--- src/lsm_pkg.sv ---
// lsm_pkg: word types, opcodes and control codes for the LRU slot manager.
// No dependencies; used by every file under src.
`default_nettype none
package lsm_pkg;

  localparam int OP_W   = 2;
  localparam int IDX_W  = 4;
  localparam int OFF_W  = 48;
  localparam int CAP_W  = 5;

  localparam logic [CAP_W-1:0] CAP_RESET = 5'd16;

  typedef enum logic [OP_W-1:0] {
    OP_ALLOC = 2'd0,
    OP_TOUCH = 2'd1,
    OP_FREE  = 2'd2
  } op_t;

  typedef enum logic [1:0] {
    ST_IDLE,
    ST_EVAL,
    ST_APPLY
  } state_t;

  typedef enum logic [1:0] {
    ACT_NONE,
    ACT_PROMOTE,
    ACT_REMOVE
  } act_t;

  typedef struct packed {
    logic [OP_W-1:0]         op;
    logic [IDX_W-1:0]        slot_index;
    logic signed [OFF_W-1:0] page_offset;
  } in_word_t;

  typedef struct packed {
    logic [IDX_W-1:0]        result_slot;
    logic                    evicted;
    logic signed [OFF_W-1:0] evicted_offset;
    logic                    status;
  } out_word_t;

  typedef struct packed {
    logic eval;
    logic apply;
    act_t act;
    logic by_key;
  } cell_ctl_t;

endpackage
`default_nettype wire

--- src/lsm_cell.sv ---
// lsm_cell: one position of the recency row (head at position 0).
// Holds slot id and tag; shifts from either neighbor. Uses lsm_pkg.
`default_nettype none
module lsm_cell #(
  parameter int CELL_IDX = 0,
  parameter int SLOT_W   = 4,
  parameter int TAG_W    = 48,
  parameter int CNT_W    = 5
) (
  input  wire logic              clk,
  input  wire logic              rst_n,
  input  wire lsm_pkg::cell_ctl_t ctl,
  input  wire logic [SLOT_W-1:0] key_id,
  input  wire logic [CNT_W-1:0]  pos,
  input  wire logic              prev_valid,
  input  wire logic [SLOT_W-1:0] prev_id,
  input  wire logic [TAG_W-1:0]  prev_tag,
  input  wire logic              next_valid,
  input  wire logic [SLOT_W-1:0] next_id,
  input  wire logic [TAG_W-1:0]  next_tag,
  input  wire logic              seen_in,
  output logic                   seen_out,
  input  wire logic [SLOT_W-1:0] sel_id_in,
  input  wire logic [TAG_W-1:0]  sel_tag_in,
  output logic      [SLOT_W-1:0] sel_id_out,
  output logic      [TAG_W-1:0]  sel_tag_out,
  output logic                   valid,
  output logic      [SLOT_W-1:0] id,
  output logic      [TAG_W-1:0]  tag
);

  logic              valid_r;
  logic              target_r;
  logic              target_nxt;
  logic [SLOT_W-1:0] id_r;
  logic [TAG_W-1:0]  tag_r;
  logic              take_prev;
  logic              take_next;

  always_comb begin
    if (ctl.by_key) begin
      target_nxt = valid_r && (id_r == key_id);
    end else begin
      target_nxt = (pos == CNT_W'(CELL_IDX));
    end
    take_prev = ctl.apply && (ctl.act == lsm_pkg::ACT_PROMOTE) && !seen_in;
    take_next = ctl.apply && (ctl.act == lsm_pkg::ACT_REMOVE) && (seen_in || target_r);
  end

  always_ff @(posedge clk) begin
    if (!rst_n) begin
      valid_r  <= 1'b0;
      target_r <= 1'b0;
    end else begin
      if (ctl.eval) begin
        target_r <= target_nxt;
      end
      if (take_prev) begin
        valid_r <= prev_valid;
      end else if (take_next) begin
        valid_r <= next_valid;
      end
    end
  end

  always_ff @(posedge clk) begin
    if (take_prev) begin
      id_r  <= prev_id;
      tag_r <= prev_tag;
    end else if (take_next) begin
      id_r  <= next_id;
      tag_r <= next_tag;
    end
  end

  assign seen_out    = seen_in | target_r;
  assign sel_id_out  = sel_id_in | (target_r ? id_r : '0);
  assign sel_tag_out = sel_tag_in | (target_r ? tag_r : '0);
  assign valid       = valid_r;
  assign id          = id_r;
  assign tag         = tag_r;

endmodule
`default_nettype wire

--- src/lsm_row.sv ---
// lsm_row: chain of lsm_cell instances, head first.
// Returns the marked cell's id and tag. Uses lsm_pkg and lsm_cell.
`default_nettype none
module lsm_row #(
  parameter int NUM_SLOTS = 16,
  parameter int SLOT_W    = 4,
  parameter int TAG_W     = 48,
  parameter int CNT_W     = 5
) (
  input  wire logic               clk,
  input  wire logic               rst_n,
  input  wire lsm_pkg::cell_ctl_t ctl,
  input  wire logic [SLOT_W-1:0]  key_id,
  input  wire logic [CNT_W-1:0]   pos,
  input  wire logic [SLOT_W-1:0]  head_id,
  input  wire logic [TAG_W-1:0]   head_tag,
  output logic                    found,
  output logic      [SLOT_W-1:0]  sel_id,
  output logic      [TAG_W-1:0]   sel_tag
);

  logic              seen  [NUM_SLOTS+1];
  logic [SLOT_W-1:0] sid   [NUM_SLOTS+1];
  logic [TAG_W-1:0]  stag  [NUM_SLOTS+1];
  logic              c_vld [NUM_SLOTS];
  logic [SLOT_W-1:0] c_id  [NUM_SLOTS];
  logic [TAG_W-1:0]  c_tag [NUM_SLOTS];

  assign seen[0] = 1'b0;
  assign sid[0]  = '0;
  assign stag[0] = '0;

  for (genvar i = 0; i < NUM_SLOTS; i++) begin : g_cell
    logic              p_vld;
    logic [SLOT_W-1:0] p_id;
    logic [TAG_W-1:0]  p_tag;
    logic              n_vld;
    logic [SLOT_W-1:0] n_id;
    logic [TAG_W-1:0]  n_tag;

    if (i == 0) begin : g_head
      assign p_vld = 1'b1;
      assign p_id  = head_id;
      assign p_tag = head_tag;
    end else begin : g_mid
      assign p_vld = c_vld[i-1];
      assign p_id  = c_id[i-1];
      assign p_tag = c_tag[i-1];
    end

    if (i == NUM_SLOTS - 1) begin : g_tail
      assign n_vld = 1'b0;
      assign n_id  = '0;
      assign n_tag = '0;
    end else begin : g_body
      assign n_vld = c_vld[i+1];
      assign n_id  = c_id[i+1];
      assign n_tag = c_tag[i+1];
    end

    lsm_cell #(
      .CELL_IDX (i),
      .SLOT_W   (SLOT_W),
      .TAG_W    (TAG_W),
      .CNT_W    (CNT_W)
    ) u_cell (
      .clk         (clk),
      .rst_n       (rst_n),
      .ctl         (ctl),
      .key_id      (key_id),
      .pos         (pos),
      .prev_valid  (p_vld),
      .prev_id     (p_id),
      .prev_tag    (p_tag),
      .next_valid  (n_vld),
      .next_id     (n_id),
      .next_tag    (n_tag),
      .seen_in     (seen[i]),
      .seen_out    (seen[i+1]),
      .sel_id_in   (sid[i]),
      .sel_tag_in  (stag[i]),
      .sel_id_out  (sid[i+1]),
      .sel_tag_out (stag[i+1]),
      .valid       (c_vld[i]),
      .id          (c_id[i]),
      .tag         (c_tag[i])
    );
  end

  assign found   = seen[NUM_SLOTS];
  assign sel_id  = sid[NUM_SLOTS];
  assign sel_tag = stag[NUM_SLOTS];

endmodule
`default_nettype wire

--- src/lru_slot_manager.sv ---
// lru_slot_manager: top level, sequencer, slot-in-use bits and entry count.
// Depends on lsm_pkg and lsm_row (which builds the lsm_cell chain).
//
//   channel | direction | handshake             | word
//   in      | input     | in_valid / in_ready   | lsm_pkg::in_word_t
//   out     | output    | out_valid / out_ready | lsm_pkg::out_word_t
//   cfg     | input     | cfg_valid / cfg_ready | capacity, 5 bits
//
// Each word goes through accept, evaluate (cells mark their target) and apply
// (for a live action the row shifts one position; the result register loads).
// A waiting result does not block accept; a new word waits in apply until the
// output register frees. cfg_ready is always high.
// Reset (synchronous, rst_n low) empties the row, clears all in-use bits and
// sets capacity to 16; no clearing pass.
`default_nettype none
module lru_slot_manager #(
  parameter int NUM_SLOTS   = 16,
  parameter int OFFSET_BITS = 48
) (
  input  wire logic                             clk,
  input  wire logic                             rst_n,
  input  wire logic                             in_valid,
  output logic                                  in_ready,
  input  wire lsm_pkg::in_word_t                in_data,
  output logic                                  out_valid,
  input  wire logic                             out_ready,
  output lsm_pkg::out_word_t                    out_data,
  input  wire logic                             cfg_valid,
  output logic                                  cfg_ready,
  input  wire logic [lsm_pkg::CAP_W-1:0]        cfg_data
);

  localparam int SLOT_W = $clog2(NUM_SLOTS);
  localparam int CNT_W  = $clog2(NUM_SLOTS + 1);
  localparam int TAG_W  = (OFFSET_BITS < lsm_pkg::OFF_W) ? OFFSET_BITS : lsm_pkg::OFF_W;
  localparam int CMP_W  = (CNT_W > lsm_pkg::CAP_W) ? CNT_W : lsm_pkg::CAP_W;
  localparam int IW     = ((SLOT_W > lsm_pkg::IDX_W) ? SLOT_W : lsm_pkg::IDX_W) + 1;

  lsm_pkg::state_t    state_r, state_nxt;
  lsm_pkg::in_word_t  item_r;
  lsm_pkg::act_t      act_r, act_nxt;
  lsm_pkg::out_word_t out_r, out_nxt;
  lsm_pkg::cell_ctl_t ctl;

  logic [lsm_pkg::CAP_W-1:0] cap_r;
  logic [CNT_W-1:0]          count_r, count_nxt;
  logic [NUM_SLOTS-1:0]      in_use_r, in_use_nxt;
  logic                      out_valid_r, out_valid_nxt;
  logic                      evict_r, evict_nxt;
  logic                      status_r, status_nxt;
  logic [SLOT_W-1:0]         free_r, free_nxt;
  logic                      by_key;
  logic [SLOT_W-1:0]         key_id;
  logic [CNT_W-1:0]          pos;
  logic [SLOT_W-1:0]         head_id;
  logic [TAG_W-1:0]          head_tag;
  logic                      found;
  logic [SLOT_W-1:0]         sel_id;
  logic [TAG_W-1:0]          sel_tag;
  logic [CMP_W-1:0]          cap_eff;
  logic [CMP_W-1:0]          cap_ext;
  logic [IW-1:0]             idx_ext;
  logic [IW-1:0]             slot_ext;
  logic                      idx_ok;
  logic                      apply_go;

  always_comb begin
    cap_ext = CMP_W'(cap_r);
    if (cap_ext == '0) begin
      cap_eff = CMP_W'(1);
    end else if (cap_ext > CMP_W'(NUM_SLOTS)) begin
      cap_eff = CMP_W'(NUM_SLOTS);
    end else begin
      cap_eff = cap_ext;
    end
    idx_ext = IW'(item_r.slot_index);
    key_id  = idx_ext[SLOT_W-1:0];
    idx_ok  = (idx_ext < IW'(NUM_SLOTS)) && in_use_r[key_id];
    free_nxt = '0;
    for (int i = NUM_SLOTS - 1; i >= 0; i--) begin
      if (!in_use_r[i]) begin
        free_nxt = SLOT_W'(i);
      end
    end
  end

  always_comb begin
    state_nxt     = state_r;
    act_nxt       = act_r;
    evict_nxt     = evict_r;
    status_nxt    = status_r;
    count_nxt     = count_r;
    in_use_nxt    = in_use_r;
    out_nxt       = out_r;
    out_valid_nxt = out_valid_r && !out_ready;
    by_key        = 1'b0;
    pos           = count_r;
    head_id       = sel_id;
    head_tag      = sel_tag;
    slot_ext      = '0;
    apply_go      = 1'b0;
    ctl           = '{eval: 1'b0, apply: 1'b0, act: act_r, by_key: 1'b0};

    unique case (state_r)
      lsm_pkg::ST_IDLE: begin
        if (in_valid) begin
          state_nxt = lsm_pkg::ST_EVAL;
        end
      end
      lsm_pkg::ST_EVAL: begin
        evict_nxt  = 1'b0;
        status_nxt = 1'b0;
        act_nxt    = lsm_pkg::ACT_NONE;
        case (item_r.op)
          lsm_pkg::OP_ALLOC: begin
            act_nxt   = lsm_pkg::ACT_PROMOTE;
            evict_nxt = (CMP_W'(count_r) >= cap_eff) && (count_r != '0);
            pos       = evict_nxt ? (count_r - CNT_W'(1)) : count_r;
          end
          lsm_pkg::OP_TOUCH: begin
            by_key     = 1'b1;
            act_nxt    = idx_ok ? lsm_pkg::ACT_PROMOTE : lsm_pkg::ACT_NONE;
            status_nxt = !idx_ok;
          end
          lsm_pkg::OP_FREE: begin
            by_key     = 1'b1;
            act_nxt    = idx_ok ? lsm_pkg::ACT_REMOVE : lsm_pkg::ACT_NONE;
            status_nxt = !idx_ok;
          end
          default: begin
            status_nxt = 1'b1;
          end
        endcase
        ctl       = '{eval: 1'b1, apply: 1'b0, act: act_r, by_key: by_key};
        state_nxt = lsm_pkg::ST_APPLY;
      end
      lsm_pkg::ST_APPLY: begin
        apply_go = !out_valid_r || out_ready;
        out_nxt.evicted        = evict_r;
        out_nxt.evicted_offset = evict_r ? lsm_pkg::OFF_W'(sel_tag) : '0;
        out_nxt.status         = status_r;
        slot_ext               = IW'(item_r.slot_index);
        if (item_r.op == lsm_pkg::OP_ALLOC) begin
          head_id  = evict_r ? sel_id : free_r;
          head_tag = item_r.page_offset[TAG_W-1:0];
          slot_ext = IW'(head_id);
          if (apply_go && !evict_r) begin
            in_use_nxt[free_r] = 1'b1;
            count_nxt          = count_r + CNT_W'(1);
          end
        end else if (item_r.op != lsm_pkg::OP_TOUCH && item_r.op != lsm_pkg::OP_FREE) begin
          slot_ext = '0;
        end
        if (apply_go && act_r == lsm_pkg::ACT_REMOVE) begin
          in_use_nxt[key_id] = 1'b0;
          count_nxt          = count_r - CNT_W'(1);
        end
        out_nxt.result_slot = slot_ext[lsm_pkg::IDX_W-1:0];
        ctl = '{eval: 1'b0, apply: apply_go, act: act_r, by_key: 1'b0};
        if (apply_go) begin
          out_valid_nxt = 1'b1;
          state_nxt     = lsm_pkg::ST_IDLE;
        end else begin
          out_nxt = out_r;
        end
      end
      default: begin
        state_nxt = lsm_pkg::ST_IDLE;
      end
    endcase
  end

  always_ff @(posedge clk) begin
    if (!rst_n) begin
      state_r     <= lsm_pkg::ST_IDLE;
      act_r       <= lsm_pkg::ACT_NONE;
      cap_r       <= lsm_pkg::CAP_RESET;
      count_r     <= '0;
      in_use_r    <= '0;
      out_valid_r <= 1'b0;
    end else begin
      state_r     <= state_nxt;
      act_r       <= act_nxt;
      count_r     <= count_nxt;
      in_use_r    <= in_use_nxt;
      out_valid_r <= out_valid_nxt;
      if (cfg_valid) begin
        cap_r <= cfg_data;
      end
    end
  end

  always_ff @(posedge clk) begin
    if (in_valid && in_ready) begin
      item_r <= in_data;
    end
    if (state_r == lsm_pkg::ST_EVAL) begin
      free_r <= free_nxt;
    end
    evict_r  <= evict_nxt;
    status_r <= status_nxt;
    out_r    <= out_nxt;
  end

  lsm_row #(
    .NUM_SLOTS (NUM_SLOTS),
    .SLOT_W    (SLOT_W),
    .TAG_W     (TAG_W),
    .CNT_W     (CNT_W)
  ) u_row (
    .clk      (clk),
    .rst_n    (rst_n),
    .ctl      (ctl),
    .key_id   (key_id),
    .pos      (pos),
    .head_id  (head_id),
    .head_tag (head_tag),
    .found    (found),
    .sel_id   (sel_id),
    .sel_tag  (sel_tag)
  );

  assign in_ready  = (state_r == lsm_pkg::ST_IDLE);
  assign out_valid = out_valid_r;
  assign out_data  = out_r;
  assign cfg_ready = 1'b1;

  a_count_match: assert property (@(posedge clk) disable iff (!rst_n)
    $countones(in_use_r) == 32'(count_r))
    else $error("entry count disagrees with in-use bits");

  a_count_max: assert property (@(posedge clk) disable iff (!rst_n)
    count_r <= CNT_W'(NUM_SLOTS))
    else $error("entry count above slot count");

  a_target_found: assert property (@(posedge clk) disable iff (!rst_n)
    (state_r == lsm_pkg::ST_APPLY && act_r != lsm_pkg::ACT_NONE) |-> found)
    else $error("no cell marked for a live action");

  a_out_from_apply: assert property (@(posedge clk) disable iff (!rst_n)
    $rose(out_valid_r) |-> $past(state_r == lsm_pkg::ST_APPLY))
    else $error("result raised outside apply");

endmodule
`default_nettype wire

--- config.mk ---
export PLATFORM = sky130hd
export DESIGN_NAME = lru_slot_manager
export DESIGN_NICKNAME = d
export VERILOG_FILES = /design/src/lsm_pkg.sv /design/src/lsm_cell.sv /design/src/lsm_row.sv /design/src/lru_slot_manager.sv
export SDC_FILE = /design/constraint.sdc
export NUM_CORES = 2
export LEC_CHECK = 0
export ABC_CLOCK_PERIOD_IN_PS = 11040
export CAP_MARGIN = 30
export CORE_MARGIN = 1.5
export CORE_UTILIZATION = 51
export CTS_CLUSTER_SIZE = 28
export DETAILED_ROUTE_END_ITERATION = 16
export DONT_BUFFER_PORTS = 1
export PLACE_DENSITY = 0.74
export SETUP_SLACK_MARGIN = 0.05
export SLEW_MARGIN = 30
export SYNTH_ARGS = -nofsm -noshare
export SYNTH_HDL_FRONTEND = slang
export SYNTH_SLANG_ARGS = --single-unit
--- constraint.sdc ---
create_clock -name clk -period 11.04 [get_ports clk]
set_clock_uncertainty 0.2 [all_clocks]
set_input_delay 1.104 -clock clk [delete_from_list [all_inputs] [get_ports clk]]
set_output_delay 1.104 -clock clk [all_outputs]
set_load 0.01 [all_outputs]
==> results.toml <==
[outcome]
status = "finished clean"

[timing]
setup_viol = 0
fmax_mhz = 212
final_min_period_over_clock_period = 0.427
timing.hold.ws_ns = 0.235
tightest_slew_ns = 1.13
slew_headroom = 0.246
rsz0062_at_grt = "no"
final_hold_viol_count = 0
drv_slew = 0
period_minus_slack_ns = 4.72
fin_tns_setup_ns = 0

[global_routing]
grt_pass1_wl_um = 223000
grt_pass1_vias = 33100
grt_max_degree = 80
grt_use_total = 0.318
grt_antenna_before_repair = 3
grt_remaining_overflow = 0

[power_and_ir_drop]
ir_worst_vdd_mv = 0.133
switchingPower_uw = 1700
swShare = 0.215
power_frac_seq = 0.530
p_clk_frac = 0.444
comb_power_share = 0.025
leakagePower_uw = 0.0179
p_per_area_nw_per_um2 = 149
internal-power_uw = 6220

[drt]
dr.pass1.iters = 6
drc = 0
routed_wl_um = 155000
vias = 34100
postRouteAntennaNets = 0
viasPerCell = 7.02
avgRoutedWirePerCell_um = 31.9
drt-initial-drc-count = 5484

[floorplan]
die_height_um = 310
initial_utilization = 0.515
dieArea_um2 = 96100
die_w_um = 310
fp-row-count = 112
io_pins = 121
core_um2 = 93300

[logic_synthesis]
synth_most_common_cell = "edfxtp_1"
ys_top_cells_by_count = "edfxtp_1 (946), nand2_1 (621), mux2_2 (485)"
synth_ff_type = "edfxtp_1"
netlist_area_um2 = 48100
synth-simple-area-share = 0.0937
yosysWarnings = 0
synthMuxAreaShare = 0.144
synth_xor_area_frac = 0.0124
synthArstFlopShare = 0
synth_fa_ha_area_frac = 0.00390
synth.area.top_cells = "edfxtp_1 (59%), mux2_2 (11%), nand2_1 (4.8%)"
ys_types = 65
postSynthCellCount = 3600
ys_ff_latch = 1009
yosys.area.top_type = "edfxtp_1"
ys_seq_area_frac = 0.617
synth_top_cell_area_share = 0.591
synth_edf_count = 946
synth_compound_area_frac = 0.105
synth_nets = 3679
syn_area_per_cell_um2 = 13.4
synth_top_family_by_area = "multiplexers"

[critical_path]
crit_slowest_cell = "or4_4"
cpPeakStageDelay_ns = 0.86
worstSetupPathType = "reg -> reg"
critPathCaptureType = "flip-flop"
cp-start-kind = "flip-flop"
reg2regPathDepth = 9
worstPathArrival_ns = 4.81
worst-path-max-fanout = 58
cp_cell_sequence = "inv_1, ha_1, inv_1, or4_4, nor3_4, nand2b_4, buf_4, o22ai_4, buf_4"
crit_required_ns = 11.14

[cts]
cts.sinks = 1009
htreeDepth = 3
cts_buffers = 106
cts-hold-fix-buffers = 0
cts_tree = "done"
post_cts_buffers = 0
cts_root_buf = "clkbuf_16"
cts.clk_slew.worst_paths_ns = 0.06
insertion_delay_ns = 0.70
post_cts_resized = 0
clk_path_buf_depth = 3

[min_path]
min_path_type = "reg -> reg"
hold_path_depth = 0

[run]
max_cap_violations = 0

[cells_and_area]
syn_to_final_growth_pct = 10.2
fin_util = 0.568
design_area_um2 = 53000
nets = 3594
final_layout_size_suffix_gt1_frac = 0.223

[placed_design]
io_buffers = 0
place_area_um2 = 49600
gp_congestion = 0.911
dp.final_hpwl_um = 83100
[state kept, by name, indices dropped and copies added (netlist names), 2 cells and up]
name / count
free_r: 4
item_r: 50
out_data: 54
key_id: 4
u_row.g_cell.u_cell.valid: 16
act_r: 2
cap_ext: 5
u_row.g_cell.u_cell.target_r: 16
in_use_r: 16
u_row.g_cell.u_cell.id: 64
u_row.g_cell.u_cell.tag: 768
state_r: 2
count_r: 5
[per-stage QoR]
stage / std cells / total power [uW] / setup WS [ns]
after floorplan: 3600 / 4400 / 4.27
after global placement: 4649 / 4470 / 6.07
after detailed placement: 4658 / 4470 / 6.22
after CTS: 4855 / 7920 / 6.41
after global routing: 4858 / 8090 / 6.23
final: 4859 / 7920 / 6.32
[power by group through the flow]
| stage | clock network, uW | logic [uW] | registers [uW] |
|---|---|---|---|
| 6_report | 3520 | 201 | 4200 |
| 5_1_grt | 3670 | 214 | 4200 |
| 4_1_cts | 3530 | 197 | 4200 |
| 3_5_place_dp | 0 | 196 | 4280 |
| 3_3_place_gp | 0 | 190 | 4280 |
| 2_1_floorplan | 0 | 133 | 4270 |
[layer usage]
| layer | wire length [um] | part of all wire | GRT usage | up-vias |
|---|---|---|---|---|
| met5 | 12 | 0.000077 | 0.00101 | - |
| met4 | 7710 | 0.050 | 0.149 | 2 |
| met3 | 21800 | 0.14 | 0.0863 | 559 |
| met2 | 68800 | 0.44 | 0.482 | 2968 |
| met1 | 56800 | 0.37 | 0.425 | 16800 |
| li1 | - | - | - | 13700 |
[path summary, 6_finish.rpt]
kind	slack (ns)	startpoint	to
worst max-delay path	6.32	state_r[0]	u_row.g_cell[4].u_cell.tag[38]
worst min-delay path	0.24	status_r	out_data[0]
worst min register to register	0.24	status_r	out_data[0]
worst max register to register	6.32	state_r[0]	u_row.g_cell[4].u_cell.tag[38]
[cell families after synthesis]
family / after synthesis
compound gates: 657
xor+xnor: 68
fa+ha+maj: 15
buf+inv: 276
flops: 1009
mux: 600
other cells: 1
simple gates: 974
[final cells by class]
class / instances / area [um^2]
flip-flops and latches: 1009 / 29700
fillers: 7384 / 40300
multi-input cells: 2315 / 17600
well taps: 1254 / 1570
repair buffers: 65 / 697
inverters: 18 / 68.8
clock buffers: 136 / 2820
clock inverters: 61 / 531
diodes: 1 / 2.50
[placed cells by master (no fill, tap or decap), drive strengths merged, types with 13 or more instances in the layout]
master,count
a21oi,33
a221oi,200
a22o,206
a22oi,17
and2,53
and4,49
buf,65
clkbuf,136
clkinv,47
dfxtp,63
edfxtp,946
ha,15
inv,21
mux2,578
mux2i,17
nand2,621
nand2b,13
nand3,24
nand4,18
nor2,62
nor2b,59
nor3,30
nor4,15
o21ai,137
xnor2,19
xor2,49
[worst max-delay path: cells and delay by family, from the launching register on]
kind | cells | cell delay [ns]
AO/OA/AOI/OAI | 1 | 0.72
adder cells (fa/ha/maj) | 1 | 0.29
buffers and inverters | 4 | 1.49
flip-flops | 1 | 0.32
AND/OR/NAND/NOR | 3 | 1.25
(Power assumes the default switching activity.)
